--- config.mk ---
export PLATFORM = sky130hd
export DESIGN_NAME = lpht_mod
export DESIGN_NICKNAME = d
export VERILOG_FILES = /design/src/rtl/lpht_pkg.sv /design/src/rtl/lpht_mod.sv
export SDC_FILE = /design/constraint.sdc
export NUM_CORES = 1
export LEC_CHECK = 0
export BUFFER_PORTS_ARGS = -buffer_cell sky130_fd_sc_hd__buf_2
export CORE_ASPECT_RATIO = 0.9
export CORE_MARGIN = 2
export CORE_UTILIZATION = 40
export CTS_BUF_LIST = sky130_fd_sc_hd__clkbuf_8 sky130_fd_sc_hd__clkbuf_16
export DETAILED_ROUTE_END_ITERATION = 7
export GPL_TIMING_DRIVEN = 1
export PLACE_DENSITY = 0.64
export SLEW_MARGIN = 10
export SYNTH_ARGS = -nofsm -noshare
export SYNTH_HDL_FRONTEND = slang
export SYNTH_SLANG_ARGS = --single-unit
export TNS_END_PERCENT = 30
--- constraint.sdc ---
create_clock -name clk -period 9 [get_ports clk]
set_input_delay 0.45 -clock clk [delete_from_list [all_inputs] [get_ports clk]]
set_output_delay 0.45 -clock clk [all_outputs]
set_load 0.03 [all_outputs]
--- src/rtl/lpht_pkg.sv ---
// Shared types and constants for the pair-keyed linear probing hash table.
package lpht_pkg;

  localparam int INDEX_W    = 10;
  localparam int SUM_W      = 20;
  localparam int SLOT_OUT_W = 10;
  localparam int CFG_W      = 11;

  // 100003 * 1023 and 103 * (2^20 - 1) both fit in 27 bits, their sum in 28
  localparam int PROD_W = 27;
  localparam int HASH_W = 28;

  localparam logic [PROD_W-1:0] HASH_MUL_INDEX = 27'd100003;
  localparam logic [PROD_W-1:0] HASH_MUL_SUM   = 27'd103;

  // remainder unit: four restoring steps per cycle
  localparam int MOD_STEP   = 4;
  localparam int MOD_ITERS  = HASH_W / MOD_STEP;
  localparam int MOD_ITER_W = $clog2(MOD_ITERS);

  localparam logic [CFG_W-1:0] SLOTS_RESET = 11'd1024;

  localparam logic KIND_LOOKUP = 1'b0;
  localparam logic KIND_INSERT = 1'b1;

  localparam logic STATUS_OK   = 1'b0;
  localparam logic STATUS_FULL = 1'b1;

  typedef struct packed {
    logic               kind;
    logic [INDEX_W-1:0] item_index;
    logic [SUM_W-1:0]   partial_sum;
    logic               take_bit;
  } req_item_t;

  typedef struct packed {
    logic                  found;
    logic [SLOT_OUT_W-1:0] slot;
    logic                  stored_bit;
    logic                  status;
  } rsp_item_t;

endpackage

--- src/rtl/lpht_mod.sv ---
// Multi-cycle restoring remainder unit: dividend mod modulus, four bits per cycle.
module lpht_mod
  import lpht_pkg::*;
#(
  parameter int MOD_W = 11
) (
  input  logic              clk,
  input  logic              rst,
  input  logic              start,
  input  logic [HASH_W-1:0] dividend,
  input  logic [MOD_W-1:0]  modulus,
  output logic              done,
  output logic [MOD_W-1:0]  rem
);

  logic                  busy;
  logic [MOD_ITER_W-1:0] iter;
  logic [HASH_W-1:0]     dvd;
  logic [MOD_W-1:0]      rem_nx;
  logic [HASH_W-1:0]     dvd_nx;

  always_comb begin
    logic [MOD_W:0] t;
    rem_nx = rem;
    dvd_nx = dvd;
    for (int j = 0; j < MOD_STEP; j++) begin
      t = {rem_nx, dvd_nx[HASH_W-1]};
      if (t >= {1'b0, modulus}) begin
        t = t - {1'b0, modulus};
      end
      rem_nx = t[MOD_W-1:0];
      dvd_nx = {dvd_nx[HASH_W-2:0], 1'b0};
    end
  end

  always_ff @(posedge clk) begin
    if (rst) begin
      busy <= 1'b0;
      iter <= '0;
      done <= 1'b0;
    end else if (start && !busy) begin
      busy <= 1'b1;
      iter <= '0;
      dvd  <= dividend;
      rem  <= '0;
      done <= 1'b0;
    end else if (busy) begin
      dvd  <= dvd_nx;
      rem  <= rem_nx;
      iter <= iter + 1'b1;
      done <= (iter == MOD_ITER_W'(MOD_ITERS - 1));
      if (iter == MOD_ITER_W'(MOD_ITERS - 1)) begin
        busy <= 1'b0;
      end
    end else begin
      done <= 1'b0;
    end
  end

  a_done_after_busy: assert property (@(posedge clk) disable iff (rst)
    done |-> $past(busy) && !busy)
    else $error("remainder done without a running division");

  a_rem_in_range: assert property (@(posedge clk) disable iff (rst)
    done |-> rem < modulus)
    else $error("remainder not below modulus");

  a_no_restart: assert property (@(posedge clk) disable iff (rst)
    busy |-> !start)
    else $error("division started while busy");

endmodule
==> results.md, run 1 <==
- Status: finished with violations
- Failing checks: design-rule violations
- Worst-path clk slew: 70 ps
- Max Fanout on Critical Path: 15
- Slowest-stage cell, CP: fa_1
- RSZ-0062 raised after global routing: false
- Delay of the slowest critical-path stage: 400 ps
- Nets: 618
- Worst hold start: rst
- Commonest non-fill, non-tap cell in the layout: buf_2
- Initial Utilization: 41.5%
- Synth area leader: edfxtp_1
- Vias in the first global route: 3442
- TritonCTS clock tree: yes
- GP Congestion: 0.971
- Final setup vio count: 0
- CTS max path bufs: 2
- Rows: 35
- # DRC: 3
- GRT met2 Usage: 31.6%
- TritonRoute pass-1 iters: 7
- Post-CTS Hold Fix Bufs: 0
- Min Tclk post-route: 8500 ps
- Die area: 11600 um2
- GR Util met3: 3.86%
- Total global-route track usage: 18.9%
- Max Cap Violations: 0
- Most used DFF post-synth: edfxtp_1
- I/O Buffers: 53
- Root buffer cell: clkbuf_16
- CP Capture Type: flip-flop
- Die Span Y: 102 um
- Critical Path AT: 8490 ps
- Commonest cells after routing, fill and taps aside: buf_2 (53), ha_1 (46), nor2_1 (42)
- Yosys cell types: 64
- Fillers: 1000
- Detailed placement HPWL: 8610 um
- Final hold vios: 0
- Most used routing layer: met2
- Crit share post-route: 94.4%
- Min-Delay Path Class: input pin to flip-flop
- Req. time, crit path: 9000 ps
- F_max: 118 MHz
- Total detailed-routing wirelength: 10800 um
- # diodes: 0
- CTS H-tree depth: 2
- Hold endpoint: iter[1]
- CP top delay family: compound AO/OA/AOI/OAI gates
- Gate Count Post-Synth: 463
- Worst Max-Slew Pin Slew: 1100 ps
- I/O pins: 54
- Via Count: 3659
- Critical R2R Capture: rem[7]
- First-pass GRT wire length: 17100 um
- Reg2Reg Launch Point: dvd[27]
- FF+latch count, synth: 44
- Synth warnings: 0
- Avg Cell Area, Syn: 9.26 um2
- Largest net degree at the start of global routing: 41
- Number of synthesized flops with an enable pin: 39
- Buffers & Inverters on Critical Path: 4
- Placed Cells: 645
- Slew Viols, Final: 0
- Cell repeated most along the worst path: ha_1
- CTS Buf Count: 5
- Relative slew slack: 26.5%
- Hold Crit Depth: 2
- DRT antenna net count: 0
- Final core utilization: 48.2%
- Post-Syn Area: 4290 um2
- Post-DR wirelength/cell: 16.4 um
- Clock sinks: 44
- Ranking of synthesized cells by area: edfxtp_1 (27%), ha_1 (13%), mux2_2 (7.1%)
- Vias per cell: 5.58
- Fin cells: 656
- Initial antenna violation count: 0
- Area grow syn2layout: 16.2%
- Layout cell share with drive strength beyond 1: 24.3%
- Synth top area share: 27.3%
- R2R depth: 38
- Worst Skew: 12.3 ps
- Syn Nets: 555
- Core area: 10300 um2
- R2r setup slk: 500 ps
- Congestion Overflow GR: 0
- Grt met1 use: 24.8%
- Crit path kind: flip-flop to flip-flop
- Die width: 113 um
- CP Depth: 38
- Register area share after synthesis: 29.6%
- FFs w/ async S/R, synth: 0%
- Worst-Skew Late Latency: 290 ps
- Number of DRC markers in iteration 0: 266
- Startpoint Class: flip-flop
[cell usage after synthesis (all sizes together), types with 3 or more instances]
cell and count:
o21ai 20, nand2 28, a31oi 3, a21o 10, ha 46, xnor2 22, edfxtp 39, and3 3
mux2i 12, mux2 27, nor2b 6, a21oi 34, nor3 8, o21bai 3, xor2 10, o21a 3
clkbuf 8, a21boi 3, and2 5, o221ai 6, fa 4, a211oi 5, nand4 6, dfxtp 5
or2 3, nor3b 3, a31o 4, nor2 44, or3 3, nand3 12, inv 35, nand2b 8
a2111oi 4, buf 6
[metrics by stage]
| stage | setup WS [ps] | TNS, ps | area, um2 | hold slack (ps) |
|---|---|---|---|---|
| 4_1_cts | 108 | 0 | 4920 | 417 |
| 3_3_place_gp | 110 | 0 | 4780 | 510 |
| 5_1_grt | 28.4 | 0 | 4980 | 432 |
| 3_5_place_dp | -103 | -499 | 4780 | 501 |
| 2_1_floorplan | 504 | 0 | 4290 | 471 |
| 6_report | 504 | 0 | 4980 | 420 |
[worst reg2reg max path: cells and delay by family (launching register included)]
kind,cells,cell delay (ps)
adder cells (fa/ha/maj),5,1590
AO/OA/AOI/OAI,18,3800
buffers and inverters,4,500
flip-flops,1,390
AND/OR/NAND/NOR,9,1340
multiplexers,2,560
[final cells by class]
type	count	area, um2	area share, %
Multi-Input combinational cell	370	2870	57.6
Inverter	35	131	2.64
Sequential cell	44	1270	25.5
Clock inverter	3	13.8	0.276
Clock buffer	5	125	2.51
Timing Repair Buffer	70	409	8.21
Tap cell	129	161	3.24
[cell families (layout without fill, tap and decap cells)]
| family | Yosys count | in the layout | share of synthesized area, % |
|---|---|---|---|
| multiplexers | 39 | 39 | 9.89 |
| AO/OA/AOI/OAI | 114 | 114 | 18.7 |
| buffers and inverters | 49 | 113 | 4.70 |
| adder cells (fa/ha/maj) | 50 | 50 | 15.3 |
| XOR/XNOR | 32 | 32 | 6.53 |
| flip-flops | 44 | 44 | 29.6 |
| AND/OR/NAND/NOR | 135 | 135 | 15.3 |
[flip-flops by register name, summed over array words and instances, names as in the netlist]
name	count
done	1
dvd	28
rem	11
busy	1
iter	3
[timing repair]
action	CTS	global route
setup buffers	0	3
endpoints found under the setup margin	1	11
endpoints found under the hold margin	0	0
resized for setup	1	9
pin swaps	0	2
[metal layers]
layer	vias to the layer above	part of all wire (%)
li1	1832	-
met2	121	46
met4	0	2.4
met3	19	5.9
met1	1687	46
met5	-	0
[worst max path at each step]
| stage | startpoint | end | slack [ps] |
|---|---|---|---|
| 2_1_floorplan | rem[0] | rem[4] | 500 |
| 3_3_place_gp | modulus[0] | rem[2] | 110 |
| 3_5_place_dp | modulus[0] | rem[7] | -100 |
| 4_1_cts | dvd[27] | rem[7] | 110 |
| 5_1_grt | rem[4] | rem[7] | 30 |
| 6_report | dvd[27] | rem[7] | 500 |
Power of run 1 is left out: the tool's default activity adds up to more than one toggle a clock period on the data nets, which glitch-free logic cannot reach.
==> run 2, diff against run 1 <==
--- a/config.mk
+++ b/config.mk
@@ -10,9 +10,10 @@
 export CORE_MARGIN = 2
 export CORE_UTILIZATION = 40
 export CTS_BUF_LIST = sky130_fd_sc_hd__clkbuf_8 sky130_fd_sc_hd__clkbuf_16
+export CTS_CLUSTER_DIAMETER = 80
 export DETAILED_ROUTE_END_ITERATION = 7
 export GPL_TIMING_DRIVEN = 1
-export PLACE_DENSITY = 0.64
+export PLACE_DENSITY = 0.6
 export SLEW_MARGIN = 10
 export SYNTH_ARGS = -nofsm -noshare
 export SYNTH_HDL_FRONTEND = slang
==> results.md, run 2 (same netlist as run 1, synthesis figures left out) <==
- Status: finished with violations
- Failing checks: design-rule violations
- Post-CTS Hold Fix Bufs: 0
- Min Tclk post-route: 8430 ps
- Die area: 11600 um2
- Worst Max-Slew Pin Slew: 1070 ps
- Fin Setup TNS: 0 ps
- Number of DRC markers in iteration 0: 217
- Area grow syn2layout: 17.6%
- Worst-Skew Late Latency: 280 ps
- I/O Buffers: 53
- TritonRoute pass-1 iters: 8
- Die Span Y: 102 um
- Max Fanout on Critical Path: 15
- Crit path kind: flip-flop to flip-flop
- Congestion Overflow GR: 0
- # DRC: 1
- Final hold vios: 0
- CTS H-tree depth: 2
- Vias in the first global route: 3478
- Vias per cell: 5.55
- Die width: 113 um
- DRT antenna net count: 0
- Placed Cells: 647
- Total detailed-routing wirelength: 11100 um
- Req. time, crit path: 9000 ps
- Max reg flops: 28
- Largest net degree at the start of global routing: 41
- TritonCTS clock tree: yes
- Initial Utilization: 41.5%
- CP Capture Type: flip-flop
- Initial antenna violation count: 0
- Critical Path AT: 8430 ps
- Delay of the slowest critical-path stage: 450 ps
- Crit share post-route: 93.6%
- Core area: 10300 um2
- Nets: 622
- Slowest-stage cell, CP: edfxtp_1
- CTS Buf Count: 5
- F_max: 119 MHz
- Max Cap Violations: 0
- Dpl cell area: 4780 um2
- GP Congestion: 0.977
- Total global-route track usage: 19.8%
- Post-DR wirelength/cell: 16.8 um
- Fin cells: 660
- Fillers: 984
- Layout cell share with drive strength beyond 1: 25.6%
- RSZ-0062 raised after global routing: false
- Detailed placement HPWL: 8970 um
- Post-route cell area: 5050 um2
- I/O pins: 54
- Root buffer cell: clkbuf_16
- CTS max path bufs: 2
- Commonest cells after routing, fill and taps aside: buf_2 (53), ha_1 (45), nor2_1 (42)
- Commonest non-fill, non-tap cell in the layout: buf_2
- Largest reg by FF count: dvd
- First-pass GRT wire length: 18000 um
- Relative slew slack: 28.8%
- # diodes: 0
- Clock sinks: 44
- Largest regs: dvd (28), rem (11), iter (3)
- Min-Delay Path Class: input pin to flip-flop
- Rows: 35
- Via Count: 3661
- Cell repeated most along the worst path: ha_1
- Worst Skew: 3.37 ps
- Slew Viols, Final: 0
- Final setup vio count: 0
- Startpoint Class: flip-flop
- Worst-path clk slew: 60 ps
## run 2: cell types whose count changed in the layout (fill, tap and decap cells not counted), sizes merged
cell,change
buf,+4
bufinv,+1
clkinv,-1
## run 2: final cells by class
class	instances	area, um2	area share, %
Multi-Input combinational cell	370	2890	57.3
Sequential cell	44	1270	25.2
Timing Repair Buffer	74	423	8.38
Tap cell	129	161	3.20
Inverter	35	131	2.60
Clock buffer	5	125	2.48
Clock inverter	3	42.5	0.843
## run 2: timing repair
action,in CTS,in global routing
buffers inserted,0,5
gates resized for setup,0,15
setup endpoints to repair,0,11
## run 2: metal layers
metal	vias to the layer above	routed length (um)	part of all wire, %	track usage (%)
met2	98	5030	45	31.0
met4	0	205	1.8	5.07
met1	1708	5360	48	28.4
met3	15	514	4.6	3.50
li1	1840	-	-	-
met5	-	0	0	0
## run 2: critical path: cells and delay by family, from the launching register on
| family | cells | cell delay (ps) |
|---|---|---|
| flip-flops | 1 | 450 |
| AO/OA/AOI/OAI | 18 | 3480 |
| multiplexers | 2 | 550 |
| AND/OR/NAND/NOR | 9 | 1320 |
| buffers and inverters | 5 | 820 |
| adder cells (fa/ha/maj) | 5 | 1510 |
## run 2: final timing paths
path                               from      end  slack [ps]  cells past startpoint
worst min register to register  iter[2]     done         530                      2
worst max register to register  dvd[27]   rem[6]         570                     39
worst max-delay path            dvd[27]   rem[6]         570                     39
worst min-delay path                rst  iter[2]         420                      2
## run 2: metrics by stage
stage | hold slack [ps] | utilization, % | setup WS, ps
3_5_place_dp | 532 | 46.3 | -0.809
3_3_place_gp | 519 | 46.3 | 139
6_report | 416 | 48.8 | 573
2_1_floorplan | 471 | - | 504
4_1_cts | 413 | 47.9 | 80.5
5_1_grt | 416 | 48.8 | 39.8
Power of run 2 is left out for the same reason.
==> run 3, diff against run 2 <==
--- a/config.mk
+++ b/config.mk
@@ -7,7 +7,6 @@
 export LEC_CHECK = 0
 export BUFFER_PORTS_ARGS = -buffer_cell sky130_fd_sc_hd__buf_2
 export CORE_ASPECT_RATIO = 0.9
-export CORE_MARGIN = 2
 export CORE_UTILIZATION = 40
 export CTS_BUF_LIST = sky130_fd_sc_hd__clkbuf_8 sky130_fd_sc_hd__clkbuf_16
 export CTS_CLUSTER_DIAMETER = 80
==> results.md, run 3 (same netlist as run 1, synthesis figures left out) <==
- Initial Utilization: 41.5%
- Largest net degree at the start of global routing: 41
- TritonRoute pass-1 iters: 6
- Fin cells: 656
- Total global-route track usage: 19.9%
- Root buffer cell: clkbuf_16
- Number of DRC markers in iteration 0: 280
- Post-route cell area: 5010 um2
- Crit share post-route: 94.7%
- Vias in the first global route: 3277
- DRT antenna net count: 0
- Largest reg by FF count: dvd
- Startpoint Class: flip-flop
- Die width: 111 um
- GP Congestion: 0.942
- Failing checks: design-rule violations
- Clock sinks: 44
- Worst Max-Slew Pin Slew: 1100 ps
- Fin Setup TNS: 0 ps
- Area grow syn2layout: 16.8%
- Congestion Overflow GR: 0
- Status: finished with violations
- Placed Cells: 647
- Max Fanout on Critical Path: 15
- Initial antenna violation count: 0
- Dpl cell area: 4780 um2
- Max Cap Violations: 0
- Rows: 35
- # DRC: 4
- R2r setup slk: 480 ps
- I/O pins: 54
- Final hold vios: 0
- F_max: 117 MHz
- Commonest non-fill, non-tap cell in the layout: buf_2
- CTS max path bufs: 2
- CP Capture Type: flip-flop
- Delay of the slowest critical-path stage: 460 ps
- Layout cell share with drive strength beyond 1: 25.0%
- Max reg flops: 28
- Min Tclk post-route: 8520 ps
- Req. time, crit path: 8990 ps
- Total detailed-routing wirelength: 10900 um
- WHS: 417 ps
- Die Span Y: 100 um
- Detailed placement HPWL: 8850 um
- Critical Path AT: 8510 ps
- RSZ-0062 raised after global routing: false
- Post-DR wirelength/cell: 16.7 um
- CTS Buf Count: 5
- Worst-Skew Late Latency: 280 ps
- Min-Delay Path Class: input pin to flip-flop
- Largest regs: dvd (28), rem (11), iter (3)
- Nets: 618
- Relative slew slack: 26.6%
- Final setup vio count: 0
- TritonCTS clock tree: yes
- Vias per cell: 5.55
- Slew Viols, Final: 0
- Via Count: 3642
- Commonest cells after routing, fill and taps aside: buf_2 (53), ha_1 (45), nor2_1 (42)
- # diodes: 0
- I/O Buffers: 53
- Cell repeated most along the worst path: ha_1
- First-pass GRT wire length: 17200 um
- Crit path kind: flip-flop to flip-flop
- Worst Skew: 6.33 ps
- Worst-path clk slew: 60 ps
- Slowest-stage cell, CP: edfxtp_1
- Die area: 11100 um2
- CTS H-tree depth: 2
- Core area: 10300 um2
## run 3: cell count changes in the layout (fill, tap and decap cells not counted)
| cell | before | now |
|---|---|---|
| a21oi_1 | 25 | 26 |
| a21oi_2 | 7 | 8 |
| a21oi_4 | 2 | 0 |
| a31oi_1 | 3 | 2 |
| a31oi_2 | 0 | 1 |
| buf_4 | 21 | 15 |
| buf_6 | 0 | 2 |
| o21ai_0 | 18 | 16 |
| o21ai_1 | 2 | 4 |
## run 3: cell type report
type,instances,area (um2)
Fill cell,1005,5320
Multi-Input combinational cell,370,2880
Sequential cell,44,1270
Timing Repair Buffer,70,400
Tap cell,129,161
Inverter,35,131
Clock buffer,5,125
Clock inverter,3,42.5
## run 3: final timing paths
| path | cells after the start | startpoint | end |
|---|---|---|---|
| setup reg to reg | 36 | dvd[27] | rem[6] |
| setup / recovery | 36 | dvd[27] | rem[6] |
| hold reg to reg | 2 | iter[2] | done |
| hold / removal | 2 | rst | iter[2] |
## run 3: worst max-delay path: cells and delay by family, from the launching register on
family	cells	cell delay, ps
compound gates	16	3640
fa+ha+maj	5	1660
buf+inv	5	690
flops	1	460
mux	2	560
simple gates	8	1240
## run 3: metrics by stage
stage / setup WS (ps) / utilization [%]
after detailed placement: 43.9 / 46.3
after floorplan: 504 / -
after CTS: 68.4 / 47.9
after global placement: 254 / 46.3
after global routing: 16.4 / 48.5
final: 480 / 48.5
## run 3: repair_timing
item | 4_1_cts | 5_1_grt
hold buffers | 0 | 0
resized for setup | 0 | 16
hold endpoints to repair | 0 | 0
buffers inserted | 0 | 1
endpoints found under the setup margin | 0 | 11
## run 3: metal layers
metal | wire [um] | GRT usage (%)
met1 | 5210 | 27.9
met4 | 202 | 5.09
met5 | 0 | 0
met3 | 577 | 3.38
met2 | 4940 | 31.8
Power of run 3 is left out for the same reason.
